===== config.mk =====
export PLATFORM = sky130hd
export DESIGN_NAME = length_prefixed_frame_deframer_core_flat
export DESIGN_NICKNAME = d
export VERILOG_FILES = /design/src/rtl/lpfd_pkg.sv /design/src/rtl/lpfd_req_if.sv /design/src/rtl/lpfd_rsp_if.sv /design/src/rtl/length_prefixed_frame_deframer_core.sv /design/src/rtl/lpfd_front.sv /design/src/rtl/lpfd_queue.sv /design/src/rtl/lpfd_back.sv /design/src/flat_wrapper.sv
export VERILOG_INCLUDE_DIRS = /design/src /design/src/rtl
export SDC_FILE = /design/constraint.sdc
export NUM_CORES = 1
export LEC_CHECK = 0
export BUFFER_PORTS_ARGS = -buffer_cell sky130_fd_sc_hd__buf_2
export CAP_MARGIN = 20
export CORE_UTILIZATION = 40
export CTS_CLUSTER_SIZE = 10
export DETAILED_ROUTE_END_ITERATION = 7
export HOLD_SLACK_MARGIN = 0.06
export SYNTH_ARGS = -nofsm -noshare
export SYNTH_HDL_FRONTEND = slang
export SYNTH_HIERARCHICAL = 1
export SYNTH_SLANG_ARGS = --single-unit

===== constraint.sdc =====
create_clock -name clock -period 6.6 [get_ports clock]
set_clock_uncertainty 0.05 [all_clocks]
set_input_delay 1.32 -clock clock [delete_from_list [all_inputs] [get_ports clock]]
set_output_delay 1.32 -clock clock [all_outputs]
set_load 0.01 [all_outputs]

===== src/rtl/length_prefixed_frame_deframer_core_defines.svh =====
// Assertion macros for the deframer.
`ifndef LENGTH_PREFIXED_FRAME_DEFRAMER_CORE_DEFINES_SVH
`define LENGTH_PREFIXED_FRAME_DEFRAMER_CORE_DEFINES_SVH
`ifndef SYNTH
`define LPFD_ASSERT(label, clk, rst, prop) \
   label: assert property (@(posedge clk) disable iff (rst) (prop)) \
      else $error("lpfd assertion failed");
`define LPFD_ASSERT_IMPL(label, clk, rst, ante, cons) \
   label: assert property (@(posedge clk) disable iff (rst) (ante) |-> (cons)) \
      else $error("lpfd assertion failed");
`define LPFD_ASSERT_NEXT(label, clk, rst, ante, cons) \
   label: assert property (@(posedge clk) disable iff (rst) (ante) |=> (cons)) \
      else $error("lpfd assertion failed");
`else
`define LPFD_ASSERT(label, clk, rst, prop)
`define LPFD_ASSERT_IMPL(label, clk, rst, ante, cons)
`define LPFD_ASSERT_NEXT(label, clk, rst, ante, cons)
`endif
`endif


===== src/rtl/lpfd_pkg.sv =====
package lpfd_pkg;

   localparam int HEADER_BYTES = 8;
   localparam int HDR_W        = HEADER_BYTES * 8;
   localparam int FILL_W       = $clog2(HEADER_BYTES);

   localparam logic [15:0] SYNC_WORD_RESET   = 16'hFFD5;
   localparam int          QUEUE_DEPTH_DFLT  = 4;

   // input op codes
   localparam logic OP_DATA    = 1'b0;
   localparam logic OP_RESTART = 1'b1;

   // result kinds
   localparam logic [1:0] KIND_PAYLOAD = 2'd0;
   localparam logic [1:0] KIND_EMPTY   = 2'd1;
   localparam logic [1:0] KIND_BADSYNC = 2'd2;

   typedef struct packed {
      logic [1:0]  kind;
      logic [15:0] channel;
      logic [15:0] sequence_res;
      logic [15:0] frame_length;
      logic [7:0]  payload_byte;
      logic        last_of_frame;
   } lpfd_item_type;

   typedef struct packed {
      logic          valid;
      lpfd_item_type item;
   } lpfd_xfer_type;

endpackage


===== src/rtl/lpfd_req_if.sv =====
interface lpfd_req_if;
   logic       valid;
   logic       ready;
   logic       op;
   logic [7:0] rx_byte;
   logic       chunk_end;

   modport source (output valid, op, rx_byte, chunk_end, input ready);
   modport sink   (input valid, op, rx_byte, chunk_end, output ready);
endinterface


===== src/rtl/lpfd_rsp_if.sv =====
interface lpfd_rsp_if;
   logic        valid;
   logic        ready;
   logic [1:0]  kind;
   logic [15:0] channel;
   logic [15:0] sequence_res;
   logic [15:0] frame_length;
   logic [7:0]  payload_byte;
   logic        last_of_frame;

   modport source (output valid, kind, channel, sequence_res, frame_length,
                   payload_byte, last_of_frame, input ready);
   modport sink   (input valid, kind, channel, sequence_res, frame_length,
                   payload_byte, last_of_frame, output ready);
endinterface


===== src/rtl/length_prefixed_frame_deframer_core.sv =====
// A result item is registered in the result queue and then in the output register before it appears on rsp_ch.
// Throughput: one byte per cycle; req_ch.ready drops only when the result queue
// (QUEUE_DEPTH items) is full because the consumer stalls rsp_ch.
// Reset (synchronous, active high): parser back to header collection, queue
// emptied, output invalid, sync word register back to 0xFFD5.
module length_prefixed_frame_deframer_core
   import lpfd_pkg::*;
#(
   parameter int QUEUE_DEPTH = QUEUE_DEPTH_DFLT
) (
   input  logic        clock,
   input  logic        reset,
   lpfd_req_if.sink    req_ch,
   lpfd_rsp_if.source  rsp_ch,
   input  logic        csr_write_enable,
   input  logic [15:0] csr_write_data
);

   // Expected sync word; the user must write it only while the block is idle (not enforced here).
   logic [15:0] sync_word_ff, sync_word_in;

   // Front -> queue -> back. The queue decouples the parser, which takes a byte
   // per cycle while the queue is not full, from a consumer that may stall at any time.
   lpfd_xfer_type push;
   lpfd_xfer_type head;
   logic          queue_full;
   logic          pop;

   assign sync_word_in = csr_write_enable ? csr_write_data : sync_word_ff;

   always_ff @(posedge clock) begin
      if (reset) begin
         sync_word_ff <= SYNC_WORD_RESET;
      end else begin
         sync_word_ff <= sync_word_in;
      end
   end

   // Front: header shift register, fill counter, payload countdown and the
   // header / payload / drop mode. Classifies each byte and pushes at most
   // one result item into the queue.
   lpfd_front u_front (
      .clock      (clock),
      .reset      (reset),
      .sync_word  (sync_word_ff),
      .queue_full (queue_full),
      .push       (push),
      .req_ch     (req_ch)
   );

   // Short result queue; a full queue is the only thing that stalls input.
   lpfd_queue #(
      .DEPTH (QUEUE_DEPTH)
   ) u_queue (
      .clock (clock),
      .reset (reset),
      .push  (push),
      .pop   (pop),
      .full  (queue_full),
      .head  (head)
   );

   // Back: output register; blanks frame tags on bad-sync items and refills
   // in the same cycle the consumer takes the current item.
   lpfd_back u_back (
      .clock  (clock),
      .reset  (reset),
      .head   (head),
      .pop    (pop),
      .rsp_ch (rsp_ch)
   );

endmodule


===== src/rtl/lpfd_front.sv =====
module lpfd_front
   import lpfd_pkg::*;
(
   input  logic          clock,
   input  logic          reset,
   input  logic [15:0]   sync_word,
   input  logic          queue_full,
   output lpfd_xfer_type push,
   lpfd_req_if.sink      req_ch
);

   localparam logic [1:0] MODE_HEADER  = 2'd0;
   localparam logic [1:0] MODE_PAYLOAD = 2'd1;
   localparam logic [1:0] MODE_DROP    = 2'd2;
   localparam logic [FILL_W-1:0] FILL_LAST = FILL_W'(HEADER_BYTES - 1);

   logic [1:0]        mode_ff, mode_in;
   logic [FILL_W-1:0] fill_ff, fill_in;
   logic [15:0]       left_ff, left_in;
   logic [HDR_W-1:0]  hdr_ff, hdr_in;
   logic [HDR_W-1:0]  hdr_shift;
   logic              accept;

   assign req_ch.ready = !queue_full;
   assign accept       = req_ch.valid && req_ch.ready;
   assign hdr_shift    = {hdr_ff[HDR_W-9:0], req_ch.rx_byte};

   always_comb begin
      mode_in    = mode_ff;
      fill_in    = fill_ff;
      left_in    = left_ff;
      hdr_in     = hdr_ff;
      push.valid = 1'b0;
      push.item.kind          = KIND_PAYLOAD;
      push.item.sequence_res  = hdr_ff[47:32];
      push.item.channel       = hdr_ff[31:16];
      push.item.frame_length  = hdr_ff[15:0];
      push.item.payload_byte  = 8'd0;
      push.item.last_of_frame = 1'b0;
      if (accept) begin
         if (req_ch.op == OP_RESTART) begin
            mode_in = MODE_HEADER;
            fill_in = '0;
            left_in = 16'd0;
         end else begin
            case (mode_ff)
               MODE_DROP: begin
                  if (req_ch.chunk_end) begin
                     mode_in = MODE_HEADER;
                  end
               end
               MODE_PAYLOAD: begin
                  left_in                 = left_ff - 16'd1;
                  push.valid              = 1'b1;
                  push.item.payload_byte  = req_ch.rx_byte;
                  push.item.last_of_frame = (left_in == 16'd0);
                  if (left_in == 16'd0) begin
                     mode_in = MODE_HEADER;
                  end
               end
               default: begin
                  // collecting header; unused code lands here too
                  mode_in = MODE_HEADER;
                  hdr_in  = hdr_shift;
                  if (fill_ff == FILL_LAST) begin
                     fill_in    = '0;
                     push.item.sequence_res = hdr_shift[47:32];
                     push.item.channel      = hdr_shift[31:16];
                     push.item.frame_length = hdr_shift[15:0];
                     if (hdr_shift[63:48] != sync_word) begin
                        push.valid     = 1'b1;
                        push.item.kind = KIND_BADSYNC;
                        mode_in = req_ch.chunk_end ? MODE_HEADER : MODE_DROP;
                     end else begin
                        left_in = hdr_shift[15:0];
                        if (hdr_shift[15:0] == 16'd0) begin
                           push.valid              = 1'b1;
                           push.item.kind          = KIND_EMPTY;
                           push.item.last_of_frame = 1'b1;
                        end else begin
                           mode_in = MODE_PAYLOAD;
                        end
                     end
                  end else begin
                     fill_in = fill_ff + FILL_W'(1);
                  end
               end
            endcase
         end
      end
   end

   always_ff @(posedge clock) begin
      if (reset) begin
         mode_ff <= MODE_HEADER;
         fill_ff <= '0;
         left_ff <= 16'd0;
      end else begin
         mode_ff <= mode_in;
         fill_ff <= fill_in;
         left_ff <= left_in;
      end
      hdr_ff <= hdr_in;
   end

endmodule


===== src/rtl/lpfd_queue.sv =====
`include "length_prefixed_frame_deframer_core_defines.svh"
module lpfd_queue
   import lpfd_pkg::*;
#(
   parameter int DEPTH = QUEUE_DEPTH_DFLT
) (
   input  logic          clock,
   input  logic          reset,
   input  lpfd_xfer_type push,
   input  logic          pop,
   output logic          full,
   output lpfd_xfer_type head
);

   localparam int PTR_W = $clog2(DEPTH);
   localparam int CNT_W = $clog2(DEPTH + 1);
   localparam logic [PTR_W-1:0] PTR_LAST = PTR_W'(DEPTH - 1);
   localparam logic [CNT_W-1:0] CNT_FULL = CNT_W'(DEPTH);

   lpfd_item_type     slot_ff [DEPTH];
   logic [PTR_W-1:0]  wr_ptr_ff, wr_ptr_in;
   logic [PTR_W-1:0]  rd_ptr_ff, rd_ptr_in;
   logic [CNT_W-1:0]  count_ff, count_in;
   logic              do_pop;

   assign full       = (count_ff == CNT_FULL);
   assign head.valid = (count_ff != '0);
   assign head.item  = slot_ff[rd_ptr_ff];
   assign do_pop     = pop && head.valid;

   always_comb begin
      wr_ptr_in = wr_ptr_ff;
      rd_ptr_in = rd_ptr_ff;
      count_in  = count_ff;
      if (push.valid) begin
         wr_ptr_in = (wr_ptr_ff == PTR_LAST) ? '0 : wr_ptr_ff + PTR_W'(1);
      end
      if (do_pop) begin
         rd_ptr_in = (rd_ptr_ff == PTR_LAST) ? '0 : rd_ptr_ff + PTR_W'(1);
      end
      count_in = count_ff + CNT_W'(push.valid) - CNT_W'(do_pop);
   end

   always_ff @(posedge clock) begin
      if (reset) begin
         wr_ptr_ff <= '0;
         rd_ptr_ff <= '0;
         count_ff  <= '0;
      end else begin
         wr_ptr_ff <= wr_ptr_in;
         rd_ptr_ff <= rd_ptr_in;
         count_ff  <= count_in;
      end
      if (push.valid) begin
         slot_ff[wr_ptr_ff] <= push.item;
      end
   end

   `LPFD_ASSERT(a_count_range, clock, reset, count_ff <= CNT_FULL)
   `LPFD_ASSERT_IMPL(a_no_overflow, clock, reset, full, !push.valid)
   `LPFD_ASSERT_NEXT(a_count_track, clock, reset, 1'b1, count_ff == $past(count_in))
   `LPFD_ASSERT_IMPL(a_ptr_gap, clock, reset, count_ff == '0, wr_ptr_ff == rd_ptr_ff)

endmodule


===== src/rtl/lpfd_back.sv =====
module lpfd_back
   import lpfd_pkg::*;
(
   input  logic          clock,
   input  logic          reset,
   input  lpfd_xfer_type head,
   output logic          pop,
   lpfd_rsp_if.source    rsp_ch
);

   logic          valid_ff, valid_in;
   lpfd_item_type item_ff, item_in;
   logic          load;

   assign load = head.valid && (!valid_ff || rsp_ch.ready);
   assign pop  = load;

   always_comb begin
      valid_in = valid_ff;
      item_in  = item_ff;
      if (load) begin
         valid_in = 1'b1;
         item_in  = head.item;
         // bad sync carries no frame tags
         if (head.item.kind == KIND_BADSYNC) begin
            item_in.channel      = 16'd0;
            item_in.sequence_res = 16'd0;
            item_in.frame_length = 16'd0;
         end
      end else if (rsp_ch.ready) begin
         valid_in = 1'b0;
      end
   end

   always_ff @(posedge clock) begin
      if (reset) begin
         valid_ff <= 1'b0;
      end else begin
         valid_ff <= valid_in;
      end
      item_ff <= item_in;
   end

   assign rsp_ch.valid         = valid_ff;
   assign rsp_ch.kind          = item_ff.kind;
   assign rsp_ch.channel       = item_ff.channel;
   assign rsp_ch.sequence_res  = item_ff.sequence_res;
   assign rsp_ch.frame_length  = item_ff.frame_length;
   assign rsp_ch.payload_byte  = item_ff.payload_byte;
   assign rsp_ch.last_of_frame = item_ff.last_of_frame;

endmodule


===== src/flat_wrapper.sv =====
// flat-port wrapper written by rule: the top's interface ports become plain ports
module length_prefixed_frame_deframer_core_flat import lpfd_pkg::*;
#(
   parameter int QUEUE_DEPTH = QUEUE_DEPTH_DFLT
)
  (clock, reset, csr_write_enable, csr_write_data, req_ch_valid, req_ch_op, req_ch_rx_byte, req_ch_chunk_end, req_ch_ready, rsp_ch_valid, rsp_ch_kind, rsp_ch_channel, rsp_ch_sequence_res, rsp_ch_frame_length, rsp_ch_payload_byte, rsp_ch_last_of_frame, rsp_ch_ready);
  lpfd_req_if req_ch_i ();
  lpfd_rsp_if rsp_ch_i ();
  input  logic clock;
  input  logic reset;
  input  logic csr_write_enable;
  input  logic [15:0] csr_write_data;
  input wire logic [$bits(req_ch_i.valid)-1:0] req_ch_valid;
  input wire logic [$bits(req_ch_i.op)-1:0] req_ch_op;
  input wire logic [$bits(req_ch_i.rx_byte)-1:0] req_ch_rx_byte;
  input wire logic [$bits(req_ch_i.chunk_end)-1:0] req_ch_chunk_end;
  output wire logic [$bits(req_ch_i.ready)-1:0] req_ch_ready;
  output wire logic [$bits(rsp_ch_i.valid)-1:0] rsp_ch_valid;
  output wire logic [$bits(rsp_ch_i.kind)-1:0] rsp_ch_kind;
  output wire logic [$bits(rsp_ch_i.channel)-1:0] rsp_ch_channel;
  output wire logic [$bits(rsp_ch_i.sequence_res)-1:0] rsp_ch_sequence_res;
  output wire logic [$bits(rsp_ch_i.frame_length)-1:0] rsp_ch_frame_length;
  output wire logic [$bits(rsp_ch_i.payload_byte)-1:0] rsp_ch_payload_byte;
  output wire logic [$bits(rsp_ch_i.last_of_frame)-1:0] rsp_ch_last_of_frame;
  input wire logic [$bits(rsp_ch_i.ready)-1:0] rsp_ch_ready;
  assign req_ch_i.valid = req_ch_valid;
  assign req_ch_i.op = req_ch_op;
  assign req_ch_i.rx_byte = req_ch_rx_byte;
  assign req_ch_i.chunk_end = req_ch_chunk_end;
  assign req_ch_ready = req_ch_i.ready;
  assign rsp_ch_valid = rsp_ch_i.valid;
  assign rsp_ch_kind = rsp_ch_i.kind;
  assign rsp_ch_channel = rsp_ch_i.channel;
  assign rsp_ch_sequence_res = rsp_ch_i.sequence_res;
  assign rsp_ch_frame_length = rsp_ch_i.frame_length;
  assign rsp_ch_payload_byte = rsp_ch_i.payload_byte;
  assign rsp_ch_last_of_frame = rsp_ch_i.last_of_frame;
  assign rsp_ch_i.ready = rsp_ch_ready;
  length_prefixed_frame_deframer_core #(.QUEUE_DEPTH(QUEUE_DEPTH)) u_core (.clock(clock), .reset(reset), .req_ch(req_ch_i), .rsp_ch(rsp_ch_i), .csr_write_enable(csr_write_enable), .csr_write_data(csr_write_data));
endmodule

## Word-level counts from Yosys, hierarchy flattened

Memories as Yosys holds them, arrays and structs flattened. A register that Yosys moved wholly into a read port is not among the register bits.
Index checks and enable logic that the tools add are counted.

- Add/sub/neg operators: 6
- $mul: 0
- Div/mod/pow operators: 0
- $lt $le $gt $ge: 0
- Equal/unequal tests: 13
- Shifts and indexed selects: 0
- Mux-type cells: 35
- Bitwise logic cells: 2
- Reductions and logical operators: 16

Operators with widths:

| cell | number |
|---|---|
| $mux W60 | 2 |
| $mux W51 | 1 |
| $mux W50 | 1 |
| $mux W16 | 3 |
| $logic_not A16 Y1 | 2 |
| $pmux W16 S2 | 1 |
| $mux W2 | 10 |
| $ne A16 B16 Y1 | 1 |
| $sub A16 B1 Y16 const B | 1 |
| $mux W3 | 5 |
| $eq A2 B2 Y1 const B | 4 |
| $mux W1 | 8 |
| $mux W8 | 1 |
| $eq A3 B3 Y1 const B | 2 |
| $ne A3 B3 Y1 const B | 2 |
| $reduce_and A3 Y1 | 2 |
| $reduce_bool A3 Y1 | 2 |
| $add A2 B1 Y2 const B | 2 |
| $pmux W1 S2 | 2 |
| $pmux W2 S2 | 1 |
| $reduce_and A4 Y1 | 1 |
| $add A3 B1 Y3 | 1 |
| $add A3 B1 Y3 const B | 1 |
| $logic_and A1 B1 Y1 | 3 |
| other kinds (11) | 13 |

- Register bits after elaboration: 160
- Bits in latches: 0
- RAM bits: 236
- ROM bits: 0
- Input bits: 31
- Output and inout port bits: 61
- Word-level logic and storage cells: 88
- Memories: 1

Memories:

| memory | words | width | read ports | clocked after Yosys merged registers in | write ports | line | RTL |
|---|---|---|---|---|---|---|---|
| u_core.u_queue.slot_ff | 4 | 59 | 1 | 1 | 1 | lpfd_queue.sv:20 | `lpfd_item_type slot_ff [DEPTH];` |

## Longest topological paths before layout

Gate-level depths: netlist of run 1.

- Depth after elaboration: 9
- Gate-level depth with buffers: 12
- Mapped depth without buffers: 10

## Modules after synthesis

The synthesis of run 1 kept the hierarchy.

By module, submodules not included:

| module | instances | cells each | area an instance (sq um) | seq. area each (sq um) |
|---|---|---|---|---|
| lpfd_queue | 1 | 356 | 9022.4 | 7267.0 |
| lpfd_front | 1 | 360 | 4144.0 | 2102.0 |
| lpfd_back | 1 | 118 | 2235.9 | 1791.7 |
| length_prefixed_frame_deframer_core | 1 | 53 | 600.6 | 320.3 |

## Worst setup path before layout of run 1

Ideal clock, no wire load.

- Path kind: input port to flip-flop
- Start: in req_ch_op
- End: mem u_core/u_queue/slot_ff[0][0] (netlist name) (enable)
- Library setup time: 0.423 ns
- Arrival time: 6.196 ns
- Required time: 6.127 ns
- Slack: -0.068 ns
- Cell stages on the path: 7
- Path buffers: 3
- Cell sequence: clkbuf_1 -> nor4bb_1 -> clkbuf_1 -> nand2_1 -> clkbuf_1 -> o21ai_0 -> and2_1

RTL lines:

| what | line | RTL |
|---|---|---|
| from (decl) | flat_wrapper.sv:14 | `input wire logic [$bits(req_ch_i.op)-1:0] req_ch_op;` |
| to (decl) | lpfd_queue.sv:20 |  |

==> run_results.csv, run 1 <==
group,metric,value,unit
final_layout,num-fill-cells,3325,
synth,synth_warnings,6,
routing,routedWlPerCell,20.8,µm
final_layout,final_nets,1035,
place,gp_congestion,0.817,
worst_setup_path,setup.worst_path.start_class,"input pin",
floorplanning,die_h,202,µm
worst_setup_path,cp_slowest_cell,"o21ai_0",
final_layout,layout-drive-gt1-share,31.0,%
clocking,htree_levels,2,
run_status,status,"finished clean",
clocking,clock-sinks,398,
synth,synth_edf_count,351,
job,cap_violations,0,
sta,fmax,248,MHz
place,portBuffers,91,
synth,synthesis.area,16000,µm²
synth,avgSynthCellArea,18.0,µm²
place,dp_slack,2.07,ns
clocking,path_clk_slew,0.06,ns
worst_setup_path,required,6.72,ns
clocking,cts_buffers,46,
global_routing,antenna_found_initial,0,
global_routing,grt_max_degree,60,
floorplanning,start_util,41.0,%
power,p_leak,6.08,nW
synth,async_flop_share,0,%
clocking,clock-root-buffer,"clkbuf_16",
synth,synthCells,887,
place,post-dp-hpwl,19800,µm
worst_setup_path,cp_cell_sequence,"buf_2 -> nor4_1 -> nand4_1 -> nor2b_1 -> o21ai_0 -> and2_2 -> buf_4",
floorplanning,floorplan.rows,72,
floorplanning,core-area,39000,µm²
sta,tightest_slew,0.989,ns
place,placed_cell_area,16900,µm²
clocking,cts_tree,"done",
final_layout,design_area,18200,µm²
sta,hold_viol,0,
power,pwr-share-clk,43.5,%
clocking,holdBufCountCts,0,
synth,synth-seq-cells,398,
final_layout,post-route-util,46.6,%
worst_setup_path,path_max_fanout,39,
synth,ys_seq_area_share,71.7,%
global_routing,grt_pass1_vias,8123,
synth,synthFlopType,"edfxtp_1",
worst_setup_path,slowest_delay,0.74,ns
power,p_sw,0.00101,W
routing,drc_errors,0,
routing,drtPass1Iterations,4,
power,pwr-share-comb,2.4,%
clocking,postCtsResizedCells,0,
power,powerDensity,281,nW/µm²
sta,layout_min_cycle_time,4.04,ns
routing,viasPerCell,5.21,
sta,slew_headroom,33.5,%
sta,rsz0062_at_grt,"no",
worst_setup_path,crit_type,"in2reg",
routing,drt_iter0_drc,423,
routing,ant_nets,0,
floorplanning,fp.dieW,202,µm
power,vdd_drop_max,0.000169,V
synth,synth.distinct_cells,65,
routing,vias,7954,
power,swShare,19.8,%
floorplanning,io_pins,92,
power,p_seq_share,54.1,%
clocking,clk_path_buf_depth,3,
final_layout,syn_to_final_growth,13.7,%
routing,wl,31800,µm
power,p_int,0.00410,W
global_routing,grt.overflow.total,0,
sta,period_share,61.2,%
final_layout,antennaDiodeCount,0,
sta,setup-tns-final,0,ns
worst_setup_path,arrival,4.15,ns
clocking,clkLatencyLatePin,0.55,ns
global_routing,globalRouteTotalUtil,15.7,%
synth,syn-num-nets,931,
clocking,post_cts_buffers,0,
sta,maxSlewViolCount,0,
worst_setup_path,critPathCaptureType,"flop",
sta,setup_slack,2.56,ns
sta,setup_viol,0,
global_routing,grt_pass1_wl,48700,µm
worst_hold_path,hp-class,"reg2reg",
floorplanning,die_area,40800,µm²
==> cells by family after synthesis <==
logic type	Yosys count	share of synthesized area (%)
flops	398	71.7
simple gates	190	7.41
mux	120	12.6
compound gates	79	3.32
buf+inv	60	2.32
xor+xnor	27	1.56
fa+ha+maj	13	1.06
==> flip-flops by register name (all words and copies together), names as in the netlist, 2 cells and up, named ones only <==
register and cells:
u_core/u_back/rsp_ch.sequence_res 16, u_core/u_back/rsp_ch.channel 16, u_core/u_front/hdr_ff 56, u_core/sync_word_ff 16, u_core/u_queue/slot_ff 236, u_core/u_back/rsp_ch.kind 2, u_core/u_queue/rd_ptr_ff 2, u_core/u_queue/wr_ptr_ff 2
u_core/u_front/mode_ff 2, u_core/u_queue/count_ff 3, u_core/u_back/rsp_ch.frame_length 16, u_core/u_back/rsp_ch.payload_byte 8, u_core/u_front/left_ff 16, u_core/u_front/fill_ff 3
==> layout by cell type, fill, tap and decap left out, types with 16 or more instances in the layout <==
cell type,count
a21oi_1,16
and2_1,21
and2_4,20
buf_2,91
clkbuf_1,16
clkbuf_16,48
dfxtp_1,45
edfxtp_1,351
mux2_2,50
mux4_2,59
nand3_1,16
nor2_1,34
nor2b_1,20
xor2_1,23
==> path summary, 6_finish.rpt <==
kind	slack, ns	startpoint	cells after the start	to
worst min-delay path	0.42	u_core/u_front/hdr_ff[37]	0	u_core/u_front/hdr_ff[45]
worst min register to register	0.42	u_core/u_front/hdr_ff[37]	0	u_core/u_front/hdr_ff[45]
worst max-delay path	2.56	req_ch_rx_byte[5]	7	u_core/u_queue/slot_ff[3][31]
worst max register to register	2.91	u_core/u_front/hdr_ff[6]	6	u_core/u_queue/slot_ff[3][31]
==> metrics by stage <==
step	std cells	power, W	hold slack, ns
4_1_cts	1527	0.00518	0.427
3_5_place_dp	1460	0.00294	0.412
2_1_floorplan	887	0.00290	0.390
5_1_grt	1528	0.00529	0.434
6_report	1528	0.00512	0.419
3_3_place_gp	1460	0.00294	0.396
==> metal layers <==
metal / wire length (µm) / up-vias / global-route usage [%]
met2: 15700 / 183 / 25.8
met3: 1350 / 52 / 2.76
met4: 766 / 0 / 5.09
met5: 0 / - / 0
li1: - / 3675 / -
met1: 14000 / 4044 / 21.3
==> synth_stat cells, types with 3 or more instances <==
master | number | area [µm²]
clkbuf_1 | 25 | 93.8
nand2b_1 | 6 | 37.5
o31ai_1 | 4 | 30.0
xor2_1 | 23 | 201
nor4_1 | 11 | 68.8
mux4_2 | 59 | 1330
buf_2 | 6 | 30.0
inv_1 | 12 | 45.0
edfxtp_1 | 351 | 10500
nand2_1 | 8 | 30.0
nor3_1 | 4 | 20.0
a21oi_1 | 16 | 80.1
a211o_1 | 13 | 114
nor2_1 | 34 | 128
a22oi_1 | 4 | 30.0
buf_6 | 7 | 78.8
xnor2_1 | 3 | 26.3
and2_2 | 8 | 60.1
and2_4 | 20 | 175
mux2_2 | 50 | 563
and2_1 | 26 | 163
nand4_1 | 7 | 43.8
ha_1 | 12 | 150
and3_1 | 8 | 50.1
a211oi_1 | 10 | 75.1
mux2i_1 | 9 | 90.1
dfxtp_1 | 47 | 941
o21ai_0 | 14 | 70.1
nor2b_1 | 20 | 125
buf_4 | 4 | 30.0
buf_12 | 3 | 60.1
o21ai_1 | 6 | 30.0
nand3_1 | 16 | 80.1
==> power by group through the flow <==
stage          Clock, W  Sequential, W  Combinational, W
3_3_place_gp          0        0.00282          0.000120
5_1_grt         0.00239        0.00277          0.000136
6_report        0.00223        0.00277          0.000123
3_5_place_dp          0        0.00282          0.000122
4_1_cts         0.00229        0.00277          0.000123
2_1_floorplan         0        0.00281         0.0000897
==> worst max-delay path: cells and delay by family <==
family          cells  cell delay, ns
simple gates        4            1.30
buf+inv             2            0.75
compound gates      1            0.74
==> area by class of cell <==
class | count | area, µm² | share of cell area (%)
sequential | 398 | 11500 | 63.2
multi-input combinational | 429 | 4170 | 22.9
tap | 518 | 648 | 3.56
inverter | 12 | 45.0 | 0.248
clock inverter | 3 | 20.0 | 0.110
clock buffer | 64 | 1260 | 6.93
timing repair buffer | 104 | 553 | 3.04
(Power assumes the default switching activity.)
==> inputs of run 2 (changes only) <==
clock period = 3.8 ns   (was 6.6 ns; I/O delays follow)
==> run 2 against run 1 <==
Net effect: power grew 75%; via count grew 1.3%; global-route usage grew 0.42 points; die area is the same; core utilization grew 0.42 points; largest power group unchanged.
==> run_results.csv, run 2 (synthesis gave the netlist of run 1 again) <==
group,metric,value,unit
place,placed_cell_area,17000,µm²
clocking,holdBufCountCts,0,
final_layout,final_nets,1043,
clocking,path_clk_slew,0.06,ns
final_layout,layout-drive-gt1-share,31.4,%
worst_setup_path,setup.worst_path.start_class,"flop",
floorplanning,io_pins,92,
worst_setup_path,crit_type,"reg2reg",
routing,vias,8058,
place,post-dp-hpwl,20200,µm
final_layout,layout_commonest_cell,"edfxtp_1",
final_layout,final_cell_mix,"351 x edfxtp_1, 91 x buf_2, 59 x mux4_2",
clocking,clock-root-buffer,"clkbuf_16",
routing,wl,32300,µm
clocking,clk_path_buf_depth,3,
global_routing,grt_pass1_wl,49500,µm
floorplanning,die_h,202,µm
sta,rsz0062_at_grt,"no",
sta,setup-tns-final,0,ns
final_layout,design_area,18400,µm²
clocking,clkLatencyLatePin,0.57,ns
routing,drt_iter0_drc,551,
global_routing,grt_max_degree,61,
sta,setup_viol,0,
power,vdd_drop_max,0.000395,V
clocking,clock-sinks,398,
routing,drc_errors,0,
place,gp_congestion,0.825,
worst_setup_path,arrival,3.37,ns
floorplanning,core-area,39000,µm²
routing,routedWlPerCell,21.0,µm
job,cap_violations,0,
worst_hold_path,min_path_cells,2,
floorplanning,floorplan.rows,72,
power,p_leak,6.14,nW
final_layout,largest-register,"u_core/u_queue/slot_ff",
clocking,postCtsResizedCells,0,
place,portBuffers,91,
final_layout,largest_reg_flops,236,
power,total_power,0.00896,W
run_status,status,"finished clean",
routing,ant_nets,0,
global_routing,grt.overflow.total,0,
sta,setup_slack,0.890,ns
sta,holdWs,0.350,ns
clocking,post_cts_buffers,0,
sta,fmax,344,MHz
floorplanning,die_area,40800,µm²
worst_setup_path,critPathCaptureType,"flop",
worst_setup_path,path_max_fanout,9,
sta,hold_viol,0,
final_layout,num-fill-cells,3299,
floorplanning,start_util,41.0,%
power,powerDensity,488,nW/µm²
sta,tightest_slew,0.883,ns
floorplanning,fp.dieW,202,µm
clocking,cts_tree,"done",
final_layout,top_regs,"u_core/u_queue/slot_ff: 236 flops, u_core/u_front/hdr_ff: 56 flops",
global_routing,antenna_found_initial,0,
sta,slew_headroom,41.1,%
routing,drtPass1Iterations,5,
worst_setup_path,required,4.26,ns
final_layout,syn_to_final_growth,14.7,%
clocking,cts_buffers,46,
sta,maxSlewViolCount,0,
worst_hold_path,hp-class,"in2reg",
worst_setup_path,worst-r2r-cell-count,10,
routing,viasPerCell,5.23,
sta,layout_min_cycle_time,2.91,ns
clocking,htree_levels,2,
global_routing,globalRouteTotalUtil,16.2,%
place,dp_slack,0.778,ns
global_routing,grt_pass1_vias,8273,
sta,period_share,76.6,%
## run 2: cell count changes in the layout (fill, tap and decap cells not counted), moves of 3 or more
cell      change
and2_4        +4
clkbuf_1      +5
buf_12        +5
and2_2        -4
buf_4         +3
## run 2: final timing paths
check,start,to,slack (ns)
worst min-delay path,csr_write_data[13],u_core/sync_word_ff[13],0.35
worst max register to register,u_core/u_front/hdr_ff[47],u_core/u_queue/count_ff[1],0.89
worst max-delay path,u_core/u_front/hdr_ff[47],u_core/u_queue/count_ff[1],0.89
worst min register to register,u_core/u_front/hdr_ff[22],u_core/u_front/hdr_ff[30],0.42
## run 2: routing by layer
layer | part of all wire (%) | vias up | track usage [%]
li1 | - | 3691 | -
met1 | 44 | 4171 | 21.0
met2 | 50 | 147 | 27.3
met3 | 3.5 | 49 | 2.69
met4 | 2.2 | 0 | 5.93
met5 | 0 | - | 0
## run 2: cell type report
cell class / instances / area [µm²] / share of cell area, %
clock inverters: 3 / 58.8 / 0.320
multi-input cells: 429 / 4180 / 22.8
diodes: 1 / 2.50 / 0.0136
repair buffers: 112 / 676 / 3.68
well taps: 518 / 648 / 3.53
inverters: 12 / 45.0 / 0.245
clock buffers: 68 / 1250 / 6.84
flip-flops and latches: 398 / 11500 / 62.6
## run 2: power breakdown
part	total, W	internal, W	switching [W]
clock network	0.00394	0.00233	0.00161
logic	0.000216	0.0000856	0.000130
registers	0.00481	0.00477	0.0000388
## run 2: through the flow
stage | cells | utilization, %
after CTS | 1540 | 47.0
final | 1541 | 47.0
after global routing | 1540 | 47.0
after detailed placement | 1469 | 43.7
after floorplan | 887 | -
after global placement | 1469 | 43.7
## run 2: critical path, stage by stage, from the launching register on
cell      delay, ns
edfxtp_1       0.45
xor2_1         0.18
nor4_1         0.46
nand4_2        0.44
nor2b_1        0.22
o21ai_0        0.09
buf_4          0.18
ha_1           0.19
inv_1          0.07
fa_1           0.41
nor2_1         0.10
==> inputs of run 3 (changes only) <==
clock period = 2.8 ns   (was 3.8 ns; I/O delays follow)
==> run 3 against run 2 <==
Net effect: cell count rose by 1.6%; sequential share of layout area down 1.1 points; non-clock buffer count grew 27; global-route usage rose by 0.14 points; critical path depth is 1 lower; register-to-register slack got worse by 0.64 ns; via count rose by 2.3%; power is 35% higher; final area increased by 1.7%; worst hold slack worse by 0.20 ns; sequential cell count did not move; first-iteration DRC count fell by 8.3%; critical path type unchanged; largest power group unchanged.
==> run_results.csv, run 3 (synthesis gave the netlist of run 1 again) <==
group,metric,value,unit
place,post-dp-hpwl,20500,µm
global_routing,grt_pass1_vias,8613,
worst_setup_path,required,3.24,ns
sta,maxSlewViolCount,0,
worst_setup_path,crit_buf_inv,1,
clocking,postCtsResizedCells,0,
final_layout,final_cell_mix,"351 x edfxtp_1, 91 x buf_2, 59 x mux4_2",
power,p_sw,0.00246,W
floorplanning,core-area,39000,µm²
place,gp_congestion,0.782,
final_layout,syn_to_final_growth,16.7,%
clocking,clock-root-buffer,"clkbuf_16",
clocking,cts_tree,"done",
place,dp_slack,0.128,ns
final_layout,layout-drive-gt1-share,33.5,%
clocking,path_clk_slew,0.06,ns
routing,viasPerCell,5.27,
sta,fmax,392,MHz
sta,rsz0062_at_grt,"no",
sta,slew_headroom,39.7,%
clocking,holdBufCountCts,0,
power,total_power,0.0121,W
routing,drc_errors,0,
place,portBuffers,91,
global_routing,grt_max_degree,60,
global_routing,globalRouteTotalUtil,16.3,%
power,vdd_drop_max,0.000407,V
power,pwr-share-comb,2.7,%
floorplanning,die_h,202,µm
worst_setup_path,critPathCaptureType,"flop",
place,dp.cells,1496,
job,cap_violations,0,
final_layout,largest-register,"u_core/u_queue/slot_ff",
worst_setup_path,cp_slowest_cell,"nor4_1",
floorplanning,floorplan.rows,72,
final_layout,largest_reg_flops,236,
sta,holdWs,0.154,ns
sta,hold_viol,0,
power,swShare,20.3,%
power,p_leak,6.29,nW
sta,period_share,91.0,%
sta,setup-tns-final,0,ns
run_status,status,"finished clean",
clocking,clkLatencyLatePin,0.56,ns
sta,layout_min_cycle_time,2.55,ns
clocking,clock-sinks,398,
clocking,post_cts_buffers,0,
worst_setup_path,setup.worst_path.start_class,"flop",
routing,wl,32800,µm
worst_setup_path,path_max_fanout,3,
floorplanning,io_pins,92,
routing,vias,8247,
floorplanning,die_area,40800,µm²
power,p_int,0.00964,W
sta,setup_viol,0,
worst_setup_path,crit_type,"reg2reg",
floorplanning,fp.dieW,202,µm
clocking,clk_path_buf_depth,3,
clocking,cts_buffers,46,
worst_setup_path,cp_cell_sequence,"xor2_1 -> nor4_1 -> nand4_2 -> nor2b_1 -> o21ai_4 -> ha_2 -> inv_1 -> fa_1 -> nor2_1",
final_layout,final_nets,1070,
routing,drt_iter0_drc,505,
worst_hold_path,hp-class,"in2reg",
power,powerDensity,648,nW/µm²
final_layout,top_regs,"u_core/u_queue/slot_ff: 236 flops, u_core/u_front/hdr_ff: 56 flops",
routing,ant_nets,0,
global_routing,grt_pass1_wl,50600,µm
worst_setup_path,slowest_delay,0.42,ns
routing,drtPass1Iterations,5,
global_routing,grt.overflow.total,0,
power,p_seq_share,53.9,%
sta,tightest_slew,0.905,ns
worst_setup_path,critPathTopFamily,"simple AND/OR/NAND/NOR gates",
sta,setup_slack,0.252,ns
routing,routedWlPerCell,20.9,µm
final_layout,layout.cells.non_filler,1566,
final_layout,layout_commonest_cell,"edfxtp_1",
worst_setup_path,arrival,2.98,ns
clocking,htree_levels,2,
power,pwr-share-clk,43.5,%
global_routing,antenna_found_initial,0,
floorplanning,start_util,41.0,%
[run 3: cell type report]
cell class                      instances  area [µm²]
Antenna cell                            1        2.50
Clock buffer                           63        1220
Clock inverter                          6        75.1
Fill cell                            3286       20300
Inverter                               12        45.0
Multi-Input combinational cell        429        4210
Sequential cell                       398       11500
Tap cell                              518         648
Timing Repair Buffer                  139         978
[run 3: power groups by stage]
stage	Combinational [W]	Sequential (W)	Clock [W]
floorplan	0.000219	0.00662	0
global placement	0.000314	0.00664	0
detailed placement	0.000319	0.00664	0
CTS	0.000322	0.00652	0.00540
global route	0.000354	0.00652	0.00562
finish	0.000321	0.00652	0.00525
[run 3: worst paths after layout]
path / start / endpoint / slack (ns) / depth (start not counted)
worst max-delay path: u_core/u_front/hdr_ff[42] / u_core/u_queue/count_ff[1] / 0.25 / 9
worst min-delay path: csr_write_data[10] / u_core/sync_word_ff[10] / 0.15 / 2
worst max register to register: u_core/u_front/hdr_ff[42] / u_core/u_queue/count_ff[1] / 0.25 / 9
worst min register to register: u_core/u_front/hdr_ff[16] / u_core/u_front/hdr_ff[24] / 0.42 / 0
[run 3: per-stage QoR]
| step | area [µm²] | util, % |
|---|---|---|
| after global routing | 18700 | 47.9 |
| final | 18700 | 47.9 |
| after floorplan | 16100 | - |
| after detailed placement | 17400 | 44.5 |
| after CTS | 18700 | 47.9 |
| after global placement | 17400 | 44.5 |
[run 3: metal layers]
metal  wire length, µm  vias to the layer above  part of all wire, %  track usage [%]
met5                 0                        -                    0                0
met4               589                        0                  1.8             4.55
met3              1460                       49                  4.4             2.84
met2             16500                      210                   50             27.8
met1             14200                     4254                   43             21.4
li1                  -                     3734                    -                -
